$ cat config.mk
export PLATFORM = sky130hd
export DESIGN_NAME = biquad_notch_filter
export DESIGN_NICKNAME = d
export VERILOG_FILES = /design/src/rtl/bqn_pkg.sv /design/src/rtl/biquad_notch_filter.sv /design/src/rtl/bqn_ctrl.sv /design/src/rtl/bqn_datapath.sv
export SDC_FILE = /design/constraint.sdc
export NUM_CORES = 2
export LEC_CHECK = 0
export BUFFER_PORTS_ARGS = -buffer_cell sky130_fd_sc_hd__buf_2
export CORE_AREA = 4 4 368 279
export CTS_CLUSTER_DIAMETER = 80
export DETAILED_ROUTE_END_ITERATION = 7
export DIE_AREA = 0 0 372 283
export GPL_ROUTABILITY_DRIVEN = 0
export HOLD_SLACK_MARGIN = 0.02
export PLACE_DENSITY = 0.79
export SETUP_SLACK_MARGIN = 0.3
export SLEW_MARGIN = 10
export SYNTH_ARGS = -nofsm -noshare
export SYNTH_HDL_FRONTEND = slang
export SYNTH_SLANG_ARGS = --single-unit
$ cat constraint.sdc
create_clock -name clk -period 8 [get_ports clk]
set_clock_uncertainty 0.15 [all_clocks]
set_input_delay 1.2 -clock clk [delete_from_list [all_inputs] [get_ports clk]]
set_output_delay 1.2 -clock clk [all_outputs]
set_load 0.03 [all_outputs]
$ cat src/rtl/bqn_pkg.sv
package bqn_pkg;

  localparam int COEF_W      = 24;
  localparam int HIST_W      = 44;
  localparam int HIST_FRAC   = 16;
  localparam int SLICE_W     = 24;
  localparam int ROUND_SHIFT = 32;
  localparam int CNT_W       = 4;
  localparam int IDX_W       = 3;

  localparam logic signed [COEF_W-1:0] GAIN_Q16 = 24'sd62259;

  localparam logic signed [COEF_W-1:0] B0_RESET = 24'sd524293;
  localparam logic signed [COEF_W-1:0] B1_RESET = 24'sd1048576;
  localparam logic signed [COEF_W-1:0] B2_RESET = 24'sd524283;
  localparam logic signed [COEF_W-1:0] A1_RESET = -24'sd1048576;
  localparam logic signed [COEF_W-1:0] A2_RESET = 24'sd0;

  localparam logic [IDX_W-1:0] REG_B0 = 3'd0;
  localparam logic [IDX_W-1:0] REG_B1 = 3'd1;
  localparam logic [IDX_W-1:0] REG_B2 = 3'd2;
  localparam logic [IDX_W-1:0] REG_A1 = 3'd3;
  localparam logic [IDX_W-1:0] REG_A2 = 3'd4;

  localparam logic [CNT_W-1:0] STEP_MUL_LAST   = 4'd4;
  localparam logic [CNT_W-1:0] STEP_COMB_FIRST = 4'd1;
  localparam logic [CNT_W-1:0] STEP_COMB_LAST  = 4'd5;
  localparam logic [CNT_W-1:0] STEP_ACC_FIRST  = 4'd2;
  localparam logic [CNT_W-1:0] STEP_ACC_LAST   = 4'd6;
  localparam logic [CNT_W-1:0] STEP_SAT        = 4'd7;
  localparam logic [CNT_W-1:0] STEP_GAIN       = 4'd8;
  localparam logic [CNT_W-1:0] STEP_COMB_GAIN  = 4'd9;
  localparam logic [CNT_W-1:0] STEP_OUT        = 4'd10;

  typedef enum logic [2:0] {
    SEL_B0,
    SEL_B1,
    SEL_B2,
    SEL_A1,
    SEL_A2,
    SEL_GAIN
  } coef_sel_t;

  typedef enum logic {
    ST_IDLE,
    ST_RUN
  } state_t;

  typedef struct packed {
    logic      load;
    logic      mul_en;
    coef_sel_t sel;
    logic      comb_en;
    logic      acc_en;
    logic      sat_en;
    logic      out_en;
  } cmd_t;

endpackage

$ cat src/rtl/biquad_notch_filter.sv
// Each accepted sample runs through the five filter products, the history update and the
// 0.95 output gain, formed one after another by the shared 24x25 multiplier pair; its result
// is then loaded into the output register once free. No new sample is taken before that.
// The next sample is taken while the previous result still waits in the output register.
// Reset (synchronous, active high): coefficients to their defaults, history cleared,
// output register empty.
module biquad_notch_filter import bqn_pkg::*; #(
  parameter int COEF_FRAC_BITS = 20,
  parameter int SAMPLE_BITS    = 24
) (
  input  logic                          clk,
  input  logic                          rst,
  input  logic                          in_valid,
  output logic                          in_stall,
  input  logic signed [SAMPLE_BITS-1:0] sample_in,
  output logic                          out_valid,
  input  logic                          out_stall,
  output logic signed [SAMPLE_BITS-1:0] sample_out,
  output logic                          clipped,
  input  logic                          cfg_valid,
  output logic                          cfg_ready,
  input  logic [IDX_W-1:0]              cfg_index,
  input  logic [COEF_W-1:0]             cfg_data
);

  cmd_t cmd;

  bqn_ctrl u_ctrl (
    .clk       (clk),
    .rst       (rst),
    .in_valid  (in_valid),
    .in_stall  (in_stall),
    .out_valid (out_valid),
    .out_stall (out_stall),
    .cfg_ready (cfg_ready),
    .cmd       (cmd)
  );

  bqn_datapath #(
    .COEF_FRAC_BITS (COEF_FRAC_BITS),
    .SAMPLE_BITS    (SAMPLE_BITS)
  ) u_datapath (
    .clk        (clk),
    .rst        (rst),
    .cmd        (cmd),
    .cfg_we     (cfg_valid && cfg_ready),
    .cfg_index  (cfg_index),
    .cfg_data   (cfg_data),
    .sample_in  (sample_in),
    .sample_out (sample_out),
    .clipped    (clipped)
  );

`ifndef NO_ASSERTIONS
  a_out_free: assert property (@(posedge clk) disable iff (rst)
    cmd.out_en |-> !(out_valid && out_stall))
    else $error("output register overwritten while a beat waits");

  a_first_term: assert property (@(posedge clk) disable iff (rst)
    (in_valid && !in_stall) |=> (cmd.mul_en && cmd.sel == SEL_B0))
    else $error("accepted sample did not start with the b0 product");

  a_gain_after_sat: assert property (@(posedge clk) disable iff (rst)
    cmd.sat_en |=> (cmd.mul_en && cmd.sel == SEL_GAIN))
    else $error("output gain product did not follow history update");

  a_valid_source: assert property (@(posedge clk) disable iff (rst)
    $rose(out_valid) |-> $past(cmd.out_en))
    else $error("result beat appeared without an output load");
`endif

endmodule

$ cat src/rtl/bqn_ctrl.sv
module bqn_ctrl import bqn_pkg::*; (
  input  logic clk,
  input  logic rst,
  input  logic in_valid,
  output logic in_stall,
  output logic out_valid,
  input  logic out_stall,
  output logic cfg_ready,
  output cmd_t cmd
);

  state_t           state, state_next;
  logic [CNT_W-1:0] cnt, cnt_next;
  logic             out_valid_next;
  logic             out_free;

  assign out_free = !out_valid || !out_stall;

  always_ff @(posedge clk) begin
    if (rst) begin
      state     <= ST_IDLE;
      cnt       <= '0;
      out_valid <= 1'b0;
    end else begin
      state     <= state_next;
      cnt       <= cnt_next;
      out_valid <= out_valid_next;
    end
  end

  always_comb begin
    state_next = state;
    cnt_next   = cnt;
    case (state)
      ST_IDLE: begin
        cnt_next = '0;
        if (in_valid) begin
          state_next = ST_RUN;
        end
      end
      ST_RUN: begin
        if (cnt == STEP_OUT) begin
          if (out_free) begin
            state_next = ST_IDLE;
            cnt_next   = '0;
          end
        end else begin
          cnt_next = cnt + CNT_W'(1);
        end
      end
      default: begin
        state_next = ST_IDLE;
        cnt_next   = '0;
      end
    endcase
  end

  always_comb begin
    cmd       = '0;
    cmd.sel   = SEL_B0;
    in_stall  = 1'b1;
    cfg_ready = 1'b0;
    case (state)
      ST_IDLE: begin
        in_stall  = 1'b0;
        cfg_ready = 1'b1;
        cmd.load  = in_valid;
      end
      ST_RUN: begin
        if (cnt <= STEP_MUL_LAST) begin
          cmd.mul_en = 1'b1;
          cmd.sel    = coef_sel_t'(cnt[2:0]);
        end
        if (cnt == STEP_GAIN) begin
          cmd.mul_en = 1'b1;
          cmd.sel    = SEL_GAIN;
        end
        cmd.comb_en = (cnt >= STEP_COMB_FIRST && cnt <= STEP_COMB_LAST)
                      || cnt == STEP_COMB_GAIN;
        cmd.acc_en  = cnt >= STEP_ACC_FIRST && cnt <= STEP_ACC_LAST;
        cmd.sat_en  = cnt == STEP_SAT;
        cmd.out_en  = cnt == STEP_OUT && out_free;
      end
      default: begin
        in_stall = 1'b1;
      end
    endcase
  end

  always_comb begin
    out_valid_next = out_valid && out_stall;
    if (cmd.out_en) begin
      out_valid_next = 1'b1;
    end
  end

endmodule

$ cat src/rtl/bqn_datapath.sv
module bqn_datapath import bqn_pkg::*; #(
  parameter int COEF_FRAC_BITS = 20,
  parameter int SAMPLE_BITS    = 24
) (
  input  logic                          clk,
  input  logic                          rst,
  input  cmd_t                          cmd,
  input  logic                          cfg_we,
  input  logic [IDX_W-1:0]              cfg_index,
  input  logic [COEF_W-1:0]             cfg_data,
  input  logic signed [SAMPLE_BITS-1:0] sample_in,
  output logic signed [SAMPLE_BITS-1:0] sample_out,
  output logic                          clipped
);

  localparam int OPW   = (SAMPLE_BITS + HIST_FRAC > HIST_W) ? SAMPLE_BITS + HIST_FRAC : HIST_W;
  localparam int MUL_W = COEF_W + SLICE_W + 1;
  localparam int PW    = COEF_W + OPW;
  localparam int TW    = PW - COEF_FRAC_BITS;
  localparam int YW    = (TW + 3 > HIST_W + 1) ? TW + 3 : HIST_W + 1;
  localparam int SW    = PW - ROUND_SHIFT;
  localparam logic signed [PW-1:0] RND_HALF = PW'(64'h8000_0000);

  logic signed [COEF_W-1:0]      coef_b0, coef_b1, coef_b2, coef_a1, coef_a2;
  logic signed [SAMPLE_BITS-1:0] x_cur, x1, x2;
  logic signed [HIST_W-1:0]      y1, y2;
  logic hist_clr;

  logic signed [COEF_W-1:0]  coef_op;
  logic signed [OPW-1:0]     v_op;
  logic signed [SLICE_W:0]   op_lo, op_hi;
  logic signed [MUL_W-1:0]   p_lo, p_hi;
  logic signed [PW-1:0]      prod;
  logic signed [TW-1:0]      term;
  logic signed [YW-1:0]      yacc;
  logic                      y_fits;
  logic signed [HIST_W-1:0]  ysat;
  logic signed [PW-1:0]      rsum;
  logic signed [SW-1:0]      s_val;
  logic                      s_fits;

  always_ff @(posedge clk) begin
    if (rst) begin
      coef_b0 <= B0_RESET;
      coef_b1 <= B1_RESET;
      coef_b2 <= B2_RESET;
      coef_a1 <= A1_RESET;
      coef_a2 <= A2_RESET;
    end else if (cfg_we) begin
      case (cfg_index)
        REG_B0:  coef_b0 <= cfg_data;
        REG_B1:  coef_b1 <= cfg_data;
        REG_B2:  coef_b2 <= cfg_data;
        REG_A1:  coef_a1 <= cfg_data;
        REG_A2:  coef_a2 <= cfg_data;
        default: ;
      endcase
    end
  end

  always_comb begin
    hist_clr = 1'b0;
    if (cfg_we) begin
      case (cfg_index)
        REG_B0, REG_B1, REG_B2, REG_A1, REG_A2: hist_clr = 1'b1;
        default: hist_clr = 1'b0;
      endcase
    end
  end

  always_ff @(posedge clk) begin
    if (rst || hist_clr) begin
      x1 <= '0;
      x2 <= '0;
      y1 <= '0;
      y2 <= '0;
    end else if (cmd.sat_en) begin
      x1 <= x_cur;
      x2 <= x1;
      y1 <= ysat;
      y2 <= y1;
    end
  end

  always_comb begin
    case (cmd.sel)
      SEL_B0: begin
        coef_op = coef_b0;
        v_op    = OPW'(x_cur) <<< HIST_FRAC;
      end
      SEL_B1: begin
        coef_op = coef_b1;
        v_op    = OPW'(x1) <<< HIST_FRAC;
      end
      SEL_B2: begin
        coef_op = coef_b2;
        v_op    = OPW'(x2) <<< HIST_FRAC;
      end
      SEL_A1: begin
        coef_op = coef_a1;
        v_op    = OPW'(y1);
      end
      SEL_A2: begin
        coef_op = coef_a2;
        v_op    = OPW'(y2);
      end
      SEL_GAIN: begin
        coef_op = GAIN_Q16;
        v_op    = OPW'(y1);
      end
      default: begin
        coef_op = '0;
        v_op    = '0;
      end
    endcase
  end

  // low slice unsigned, high slice signed
  assign op_lo = {1'b0, v_op[SLICE_W-1:0]};
  assign op_hi = (SLICE_W + 1)'($signed(v_op[OPW-1:SLICE_W]));

  always_ff @(posedge clk) begin
    if (cmd.load) begin
      x_cur <= sample_in;
    end
    if (cmd.mul_en) begin
      p_lo <= MUL_W'(coef_op) * MUL_W'(op_lo);
      p_hi <= MUL_W'(coef_op) * MUL_W'(op_hi);
    end
    if (cmd.comb_en) begin
      prod <= (PW'(p_hi) <<< SLICE_W) + PW'(p_lo);
    end
  end

  assign term = $signed(prod[PW-1:COEF_FRAC_BITS]);

  always_ff @(posedge clk) begin
    if (cmd.load) begin
      yacc <= '0;
    end else if (cmd.acc_en) begin
      yacc <= yacc + YW'(term);
    end
  end

  assign y_fits = (&yacc[YW-1:HIST_W-1]) | ~(|yacc[YW-1:HIST_W-1]);
  assign ysat   = y_fits ? yacc[HIST_W-1:0] : {yacc[YW-1], {(HIST_W-1){~yacc[YW-1]}}};

  assign rsum   = prod + RND_HALF;
  assign s_val  = $signed(rsum[PW-1:ROUND_SHIFT]);
  assign s_fits = (&s_val[SW-1:SAMPLE_BITS-1]) | ~(|s_val[SW-1:SAMPLE_BITS-1]);

  always_ff @(posedge clk) begin
    if (cmd.out_en) begin
      sample_out <= s_fits ? s_val[SAMPLE_BITS-1:0]
                           : {s_val[SW-1], {(SAMPLE_BITS-1){~s_val[SW-1]}}};
      clipped    <= !s_fits;
    end
  end

endmodule
==> metrics.md <==
| Metric | Value |
|---|---|
| Critical path arrival | `around 9 ns` |
| Grt ovf | `0` |
| Worst Hold Class | `flip-flop to flip-flop` |
| Clock transition at the registers of the reported paths | `approximately 0.070 ns` |
| Pin count of the biggest net entering global routing | `roughly 110` |
| Required time of the critical path | `8.22 ns` |
| Library cells used by synthesis | `~90` |
| Worst reg2reg startpoint | `u_ctrl.cnt[3]` |
| Failing checks | `negative setup slack` |
| Maximum VDD drop | `0.000170 V` |
| DIE HEIGHT | `about 280 um` |
| Maxcap violations | `0` |
| First-pass detailed-route iteration total | `7` |
| First-pass GRT wire length | `just over 300000 um` |
| Post-DP HPWL | `160000 um` |
| Wire length per cell | `between 20 and 25 um` |
| Largest cells by area after synthesis | `fa_1 (33%), dfxtp_1 (11%), edfxtp_1 (8.6%)` |
| Starting density of the core | `0.597` |
| Largest area contributor in the netlist | `fa_1` |
| CP Max Fanout | `8` |
| Endpoint with the worst hold slack | `u_datapath.x2[17]` |
| Mapped Area | `between 50000 and 60000 um2` |
| Vias after detailed routing | `around 53000` |
| IO buf count | `83` |
| Core Area | `99000 um2` |
| Power Density | `153 nW/um2` |
| Mapped Cells | `a little under 7000` |
| Post-synth top area share | `0.330` |
| Total power | `around 11 mW` |
| Clk Latency, worst-skew pair | `about 0.64 ns` |
| Max frequency | `approximately 120 MHz` |
| Most common cell in the netlist | `nand2_1` |
| Layout Cells excl Fill | `about 8700` |
| Worst Hold Launch | `u_datapath.x1[17]` |
| Slowest cell on crit path | `fa_1` |
| Cell repeated most along the worst path | `fa_1` |
| Fin. max-slew vios | `0` |
| Final core occ | `0.712` |
| Reg2reg setup slack | `-0.69 ns` |
| CTS sink cnt | `about 480` |
| Post-route ant nets | `0` |
| Sequential area share after synthesis | `0.192` |
| Synth async-reset ratio | `0` |
| CP Class | `flip-flop to flip-flop` |
| Relative slew slack | `0.192` |
| Status | `finished, violations left` |
| TritonCTS Buffers | `49` |
| Initial DRC count | `7361` |
| Hold Vio Cnt, Final | `0` |
| Worst Hold Slack | `around 0.3 ns` |
| Die footprint | `105000 um2` |
| H-tree lvl count | `2` |
| Worst-case clock buffer depth | `3` |
| Tmin final | `roughly 8.7 ns` |
| Die X | `roughly 370 um` |
| CP Launch Type | `flip-flop` |
| Final nets | `around 8700` |
| Worst hold stages | `2` |
| Vias per inst | `6.13` |
| Clk root buf | `clkbuf_16` |
| Hold-fix buffers, CTS | `0` |
| Synthesized Nets | `8203` |
| Period utilisation layout | `1.09` |
| CTS tree | `yes` |
| Routed WL | `just over 200000 um` |
| # IOs | `84` |
| Initial antenna violation count | `12` |
| Final Instance Area | `around 70000 um2` |
| Setup violations, final | `48` |
| Post-synth EDFFs | `between 150 and 200` |
| Core Rows | `100` |
| Setup ws final | `-0.695 ns` |
| Yosys reg bits | `between 400 and 500` |
| R2r worst-path depth | `34` |
| Number of synthesis warnings | `0` |
| Leak | `approximately 33 nW` |
| Max stage delay on crit path | `0.60 ns` |
| Layout cells sized above 1 | `0.165` |
| Total track usage | `0.385` |
| Number of global-route vias before repair | `between 50000 and 60000` |
| Top cells by instance count after synthesis | `nand2_1 (1211), inv_1 (1176), fa_1 (975)` |
| Placed cell areas | `66800 um2` |
| Post-route DRC | `0` |
| R2R Path End | `u_datapath.p_lo[36]` |
| CP endpoint kind | `flip-flop` |
| Area Growth Syn to Fin | `19.3%` |
| Avg Inst Size Synth | `8.73 um2` |
| Most used flip-flop cell after synthesis | `dfxtp_1` |
| Slew @ Worst Pin | `1.21 ns` |
| Placed cell count | `approximately 8500` |
| RSZ-0062 raised after global routing | `yes` |
worst max-delay path: cells and delay by family, from the launching register on:
kind	cells	cell delay, ns
AND/OR/NAND/NOR	7	1.13
flip-flops	1	0.37
buffers and inverters	13	1.51
XOR/XNOR	1	0.14
adder cells (fa/ha/maj)	8	3.80
AO/OA/AOI/OAI	5	1.34
registers in the layout, summed over array words and instances, names as in the netlist, 29 cells and up:
signal           cells
u_datapath.yacc     51
u_datapath.p_hi     44
u_datapath.y1       44
u_datapath.p_lo     29
u_datapath.y2       44
u_datapath.prod     48
metrics by stage:
stage / setup TNS (ns) / worst slack (ns)
after floorplan: 0 / 0.111
after global placement: -7.44 / -0.385
after detailed placement: -13.71 / -0.702
after CTS: -6.04 / -0.344
after global routing: -24.32 / -0.778
final: -18.93 / -0.695
where the power goes:
group	internal [mW]	total [mW]	switching, mW
clock network	1.39	2.48	1.09
registers	2.87	3.01	0.144
logic	2.29	5.31	3.02
routing by layer:
layer	track usage	vias to the layer above	wire length (um)
met1	0.503	25700	72900
met2	0.543	4129	84900
met4	0.182	14	13700
met3	0.176	980	36300
li1	-	22400	-
met5	0.00778	-	108
final cells by class:
class | count | area [um2]
Timing Repair Buffer | 838 | 7800
Sequential cell | 483 | 11400
Tap cell | 1326 | 1660
Inverter | 1177 | 4420
Fill cell | 6631 | 28500
Clock buffer | 68 | 1420
Multi-Input combinational cell | 4762 | 43500
Antenna cell | 7 | 17.5
Clock inverter | 23 | 310
worst max path at each step:
| stage | slack, ns | to | cells after the start | startpoint |
|---|---|---|---|---|
| 3_5_place_dp | -0.70 | u_datapath.p_lo[47] | 28 | u_ctrl.cnt[0] |
| 3_3_place_gp | -0.39 | u_datapath.p_lo[45] | 28 | u_ctrl.cnt[0] |
| 6_report | -0.69 | u_datapath.p_lo[36] | 34 | u_ctrl.cnt[3] |
| 5_1_grt | -0.78 | u_datapath.p_hi[35] | 30 | u_ctrl.cnt[0] |
| 2_1_floorplan | 0.11 | u_datapath.p_hi[35] | 29 | u_ctrl.cnt[0] |
| 4_1_cts | -0.34 | u_datapath.p_lo[47] | 31 | u_ctrl.cnt[0] |
kinds of logic after synthesis:
family | count (synthesis) | synth area share
flops | 483 | 0.192
compound gates | 1056 | 0.114
mux | 22 | 0.00390
xor+xnor | 180 | 0.0267
fa+ha+maj | 1383 | 0.417
simple gates | 2121 | 0.149
buf+inv | 1520 | 0.0972
layout by cell type (no fill, tap or decap), types with 17 or more instances in the layout:
master / instances
nand2_1: 1200
inv_1: 1159
fa_1: 951
buf_4: 599
nor2_1: 513
a21oi_1: 409
ha_1: 384
dfxtp_1: 308
edfxtp_1: 170
o21ai_0: 126
xnor2_1: 118
a21o_1: 116
buf_12: 112
nand3_1: 82
buf_2: 82
xor2_1: 61
nor2b_1: 52
clkbuf_16: 52
a22oi_1: 48
a21oi_2: 38
a221o_1: 36
and3_1: 35
nor2_2: 34
buf_6: 34
and2_1: 32
nand4_1: 29
nor3_1: 27
fa_2: 24
o21a_1: 23
ha_4: 23
a211o_1: 22
o21bai_1: 20
nand2b_1: 18
a31oi_1: 17
what timing repair did:
| item | 4_1_cts | 5_1_grt |
|---|---|---|
| setup buffers | 41 | 35 |
| gates cloned | 5 | 2 |
| endpoints found under the setup margin | 54 | 57 |
| pin swaps | 56 | 78 |
| gates resized for setup | 137 | 108 |
Note: power is estimated with default switching activity, not from simulation.
